**config.mk**
```make
export PLATFORM = sky130hd
export DESIGN_NAME = fvn_octave
export DESIGN_NICKNAME = d
export VERILOG_FILES = /design/src/hdl/fvn_pkg.sv /design/src/hdl/fvn_octave.sv
export SDC_FILE = /design/constraint.sdc
export NUM_CORES = 2
export LEC_CHECK = 0
export BUFFER_PORTS_ARGS = -buffer_cell sky130_fd_sc_hd__buf_4
export CAP_MARGIN = 10
export CORE_AREA = 2 2 330 332
export DETAILED_ROUTE_END_ITERATION = 8
export DIE_AREA = 0 0 332 334
export GPL_TIMING_DRIVEN = 0
export SETUP_SLACK_MARGIN = 0.05
export SYNTH_ARGS = -nofsm -noshare
export SYNTH_HDL_FRONTEND = slang
export SYNTH_SLANG_ARGS = --single-unit
export TNS_END_PERCENT = 30
```
**constraint.sdc**
```tcl
create_clock -name i_clk -period 9.3 [get_ports i_clk]
set_input_delay 0.465 -clock i_clk [delete_from_list [all_inputs] [get_ports i_clk]]
set_output_delay 0.465 -clock i_clk [all_outputs]
set_load 0.02 [all_outputs]
```
**src/hdl/fvn_pkg.sv**
```systemverilog
`default_nettype none

package fvn_pkg;

    // build-time defaults for the top-level parameters
    localparam int MAX_OCTAVES_DEF     = 8;
    localparam int COORD_FRAC_BITS_DEF = 16;

    // field widths
    localparam int COORD_W   = 24;
    localparam int CNT_W     = 4;
    localparam int NOISE_W   = 39;
    localparam int OCT_VAL_W = 32;
    localparam int SUM_W     = 40;
    localparam int PROD_W    = 57;

    // octave slots in the adder tree, largest octave count supported
    localparam int OCT_SLOTS       = 8;
    localparam int TOP_WEIGHT_LOG2 = 7;

    // pipeline depth: four hash stages, two adder stages, one scale stage
    localparam int LANE_STAGES = 4;
    localparam int NUM_STAGES  = 7;

    localparam logic [CNT_W-1:0] OCT_CNT_RESET = 4'd5;

    // integer hash constants
    localparam logic [31:0] HASH_MUL_Y     = 32'd57;
    localparam logic [31:0] HASH_MUL_SEED  = 32'd131;
    localparam int          HASH_SEED_STEP = 7;
    localparam logic [31:0] HASH_C1        = 32'd15731;
    localparam logic [31:0] HASH_C2        = 32'd789221;
    localparam logic [31:0] HASH_C3        = 32'd1376312589;
    localparam logic [31:0] ONE_Q30        = 32'h4000_0000;

    // 0.6 in Q0.16
    localparam logic signed [PROD_W-1:0] SCALE_Q16 = 57'sd39322;
    localparam int SCALE_SHIFT = 16;

    typedef logic [COORD_W-1:0]          t_coord;
    typedef logic signed [OCT_VAL_W-1:0] t_oct_val;
    typedef logic signed [SUM_W-1:0]     t_sum;
    typedef logic signed [NOISE_W-1:0]   t_noise;

endpackage

`default_nettype wire

```
**src/hdl/fvn_octave.sv**
```systemverilog
`default_nettype none

module fvn_octave
    import fvn_pkg::*;
#(
    parameter int OCTAVE          = 0,
    parameter int COORD_FRAC_BITS = COORD_FRAC_BITS_DEF
) (
    input  wire logic                   i_clk,
    input  wire logic [LANE_STAGES-1:0] i_stage_en,
    input  wire t_coord                 i_coord_x,
    input  wire t_coord                 i_coord_y,
    output t_oct_val                    o_value
);

    localparam logic [31:0] SEED_TERM = 32'(OCTAVE * HASH_SEED_STEP) * HASH_MUL_SEED;

    logic [31:0] hx;
    logic [31:0] hy;
    logic [31:0] n_base;
    logic [31:0] n_n1;
    logic [31:0] n_h;

    logic [31:0] r_n1;
    logic [31:0] r_n2;
    logic [31:0] r_n3;
    logic [31:0] r_sq;
    logic [31:0] r_t;
    t_oct_val    r_v;

    // integer lattice coordinates at this octave's frequency
    always_comb begin
        hx     = (32'(i_coord_x) << OCTAVE) >> COORD_FRAC_BITS;
        hy     = (32'(i_coord_y) << OCTAVE) >> COORD_FRAC_BITS;
        n_base = hx + hy * HASH_MUL_Y + SEED_TERM;
        n_n1   = (n_base << 13) ^ n_base;
        n_h    = (r_n3 * r_t + HASH_C3) & 32'h7FFF_FFFF;
    end

    always_ff @(posedge i_clk) begin
        if (i_stage_en[0]) begin
            r_n1 <= n_n1;
        end
        if (i_stage_en[1]) begin
            r_sq <= r_n1 * r_n1;
            r_n2 <= r_n1;
        end
        if (i_stage_en[2]) begin
            r_t  <= r_sq * HASH_C1 + HASH_C2;
            r_n3 <= r_n2;
        end
        if (i_stage_en[3]) begin
            r_v <= t_oct_val'(ONE_Q30 - n_h);
        end
    end

    assign o_value = r_v;

endmodule

`default_nettype wire

```
==> results by group <==
Die
  – Vertical die dimension: about 330 microns
  – Rows: 121
  – Total die area: 111000 sq um
  – I/O pin count: 85
  – Die X-Extent: approximately 330 microns
  – Std-Cell Core Area: 108000 sq um
  – Initial Util: 34.7%

Timing
  – # setup viols final: 0
  – Post-route setup slack: roughly 0.25 ns
  – Number of slew-limit violations in the final report: 0
  – Min cycle time layout: 9.05 ns
  – Final worst-path cycle share: 97.3%
  – Slew headroom: 24.5%
  – RSZ-0062 raised after global routing: true
  – Max frequency: 110 MHz
  – Largest clock skew in the final design: 0.0141 ns
  – Least-Margin Pin Slew: around 1.1 ns
  – Final count of hold timing violations: 0

Drt
  – Mean number of vias per cell: 4.64
  – Number of remaining DRC errors: 0
  – Antenna-violating nets left: 0
  – Post-DR wirelength/cell: 18.3 microns
  – Via total after detailed routing: around 24000
  – Count of routing violations after the opening detailed-route iteration: 1250
  – Sum of routed wire length over all layers: 94800 microns
  – Initial DRT Pass Iterations: 5

Cells and area
  – Layout cell share with drive strength beyond 1: 3.37%
  – Area added between synthesis and finish: 7.45%
  – FF/Latch Area: between 4000 and 5000 sq um
  – Multi-input combinational cell area: approximately 29000 sq um
  – Fill cell instance count of the final layout: 10831
  – Net count reported at finish: roughly 5000

Yosys
  – Top cell types by occurrence after synthesis: inv_1 (1092), fa_1 (807), ha_1 (445)
  – Number of flops mapped to enable cells by yosys: 142
  – Cell accounting for the most synthesized area: fa_1
  – Netlist Area Pre-Place: 37400 sq um
  – Count of different cell masters after synthesis: 77
  – Total number of yosys warnings: 0
  – Area share of the largest cell type after synthesis: 43.2%
  – Main area contributors after synthesis: fa_1 (43%), ha_1 (15%), edfxtp_1 (11%)
  – Most repeated cell in the gate-level netlist after synthesis: inv_1
  – Most frequently used flop master after synthesis: edfxtp_1
  – Post-Syn Area per Cell: 10.1 sq um
  – Flip-flop and latch count after synthesis: 142
  – Synth Instances: 3689
  – Proportion of register bits with asynchronous set or reset after synthesis: 0%
  – Sequential element share of the synthesized area: approximately 11%

Worst hold path
  – Worst hold path depth: 1
  – Type of the tightest min-delay check: in2reg
  – Endpoint with the worst hold slack: r_n1[14]
  – Worst Hold Launch: i_stage_en[0]

Setup path
  – Launching element type of the critical path: register
  – Worst-case reg-to-reg path depth: 23
  – Crit path DAT: 9.27 ns
  – Largest fanout on the critical path: 10
  – Start-to-end type of the worst setup path: reg2reg
  – WP data required: 9.52 ns
  – Reg-to-reg slack, setup: approximately 0.25 ns
  – FF-to-FF Start: r_n3[17]
  – R2R Path End: o_value[31]
  – Critical path endpoint category: register

Place
  – Final estimated routing congestion in global placement: 0.941
  – DP Worst Slack: -0.0836 ns
  – Count of input and output buffers: 52
  – Half-perimeter wire length of the detailed placement result: 80400 microns

CTS
  – TritonCTS clock tree: yes
  – Clock buffer depth: 2
  – CTS sink count: ~140
  – Hold buffers post-CTS: 0
  – Num CTS Buffers: 17
  – CTS clk-pin slew, worst paths: 0.07 ns
  – Cell at the root of the clock tree: clkbuf_16
  – Clock latency reported for the late side of the worst-skew pair: 0.47 ns
  – Maximum level of the CTS H-tree: 4
  – Buffer count from post-CTS setup fixing: 0

Global route
  – Antenna violations before repair: 3
  – Met2 routing resource usage after global routing: 30.7%
  – Global Route met3 Usage: 2.37%
  – Pin count of the biggest net entering global routing: between 40 and 50
  – Vias in the first global route: about 27000
  – Aggregate global routing overflow: 0
  – Global Route met1 Usage: 23.8%
  – GR Util All Layers: around 18%
  – First-pass GRT wire length: 152000 microns
  – Most Crowded Layer GR: met2

Run
  – Number of maximum-capacitance constraint violations: 0

Status
  – Run status: completed
## critical path, cell delays in order (launching register included)
cell	delay, ns
edfxtp_1	0.67
clkbuf_1	0.71
and2_1	0.26
fa_1	0.49
fa_1	0.43
fa_1	0.53
inv_1	0.06
fa_1	0.49
inv_1	0.06
fa_1	0.48
fa_1	0.59
fa_1	0.45
fa_1	0.52
ha_1	0.46
o21ai_0	0.14
a21oi_1	0.26
nand3_1	0.16
o211ai_4	0.30
a21boi_1	0.13
xnor2_1	0.19
nor4_4	0.41
nand3b_4	0.18
or4_1	0.51
o31a_1	0.31
## kinds of logic (layout without fill, tap and decap cells)
group	Yosys count	count (layout)	share of synthesized area, %
xor gates and xnor gates	224	224	5.33
and+or+nand+nor	677	677	9.28
muxes	1	1	0.0268
DFF	142	142	11.4
buffers and inverters	1170	1253	11.8
AOI/OAI and AO/OA	221	221	3.98
other	2	5	0.0201
adders and majority gates	1252	1252	58.2
## area by class of cell
| cell class | instances | area share [%] |
|---|---|---|
| Buffer | 77 | 0.801 |
| Inverter | 1092 | 10.2 |
| Clock inverter | 15 | 0.427 |
| Antenna cell | 1 | 0.00623 |
| Clock buffer | 17 | 1.06 |
| Timing Repair Buffer | 52 | 0.973 |
| Multi-Input combinational cell | 2379 | 71.5 |
| Tap cell | 1414 | 4.41 |
| Sequential cell | 142 | 10.6 |
## how the worst max path moves through the flow
stage / end / start / slack [ns]
after global placement: o_value[31] / r_n3[15] / -0.007
after global routing: o_value[31] / r_n3[17] / 0.03
after CTS: o_value[31] / r_n3[23] / 0.07
after detailed placement: o_value[31] / r_n3[15] / -0.08
after floorplan: o_value[31] / r_n3[23] / 1.53
final: o_value[31] / r_n3[17] / 0.25
## metal layers
| layer | wire length [microns] | vias to the layer above |
|---|---|---|
| met5 | 15 | - |
| met3 | 4470 | 138 |
| met1 | 41600 | 12324 |
| met4 | 2630 | 2 |
| met2 | 46100 | 561 |
| li1 | - | 11062 |
## through the flow
stage	hold WS (ns)	cells	util [%]	cell area (sq um)	TNS (ns)
2_1_floorplan	0.400	3691	-	37400	0
3_5_place_dp	0.405	5157	36.7	39500	-0.0836
5_1_grt	0.365	5188	37.2	40100	0
4_1_cts	0.354	5188	37.2	40100	0
6_report	0.368	5189	37.2	40100	0
3_3_place_gp	0.402	5157	36.7	39500	-0.00717
## cells in the final DEF (no fill, tap or decap), types with 4 or more instances in the layout
cell type / instances
conb_1: 4
xnor2_1: 159
inv_8: 5
nor2b_1: 15
ha_1: 445
nand3_1: 21
o21a_1: 6
o21ai_0: 39
inv_1: 1092
or3_1: 4
o21bai_1: 14
clkbuf_16: 17
clkbuf_1: 58
o31ai_1: 7
and2_1: 254
nor2_1: 56
nor3_1: 21
and3_1: 6
clkbuf_2: 15
a31oi_1: 6
fa_1: 807
inv_6: 5
a21o_1: 32
edfxtp_1: 142
a21oi_1: 66
nand2_1: 264
o211ai_1: 7
buf_4: 53
nand2b_1: 9
xor2_1: 62
a21boi_0: 4
a211oi_1: 7
## repair_timing
item                                    in CTS  in global routing
hold endpoints to repair                     0                  0
gates cloned                                 0                  0
resized for setup                            1                 34
endpoints found under the setup margin       1                  3
## sequential cells by signal (all words and copies together), names as in the netlist
signal and cells:
r_t 30, r_n3 17, r_n1 17, r_n2 16, r_sq 30, o_value 32
Power is not shown: default switching activity piles up to over one toggle a cycle in this logic, so the estimate is an artifact.
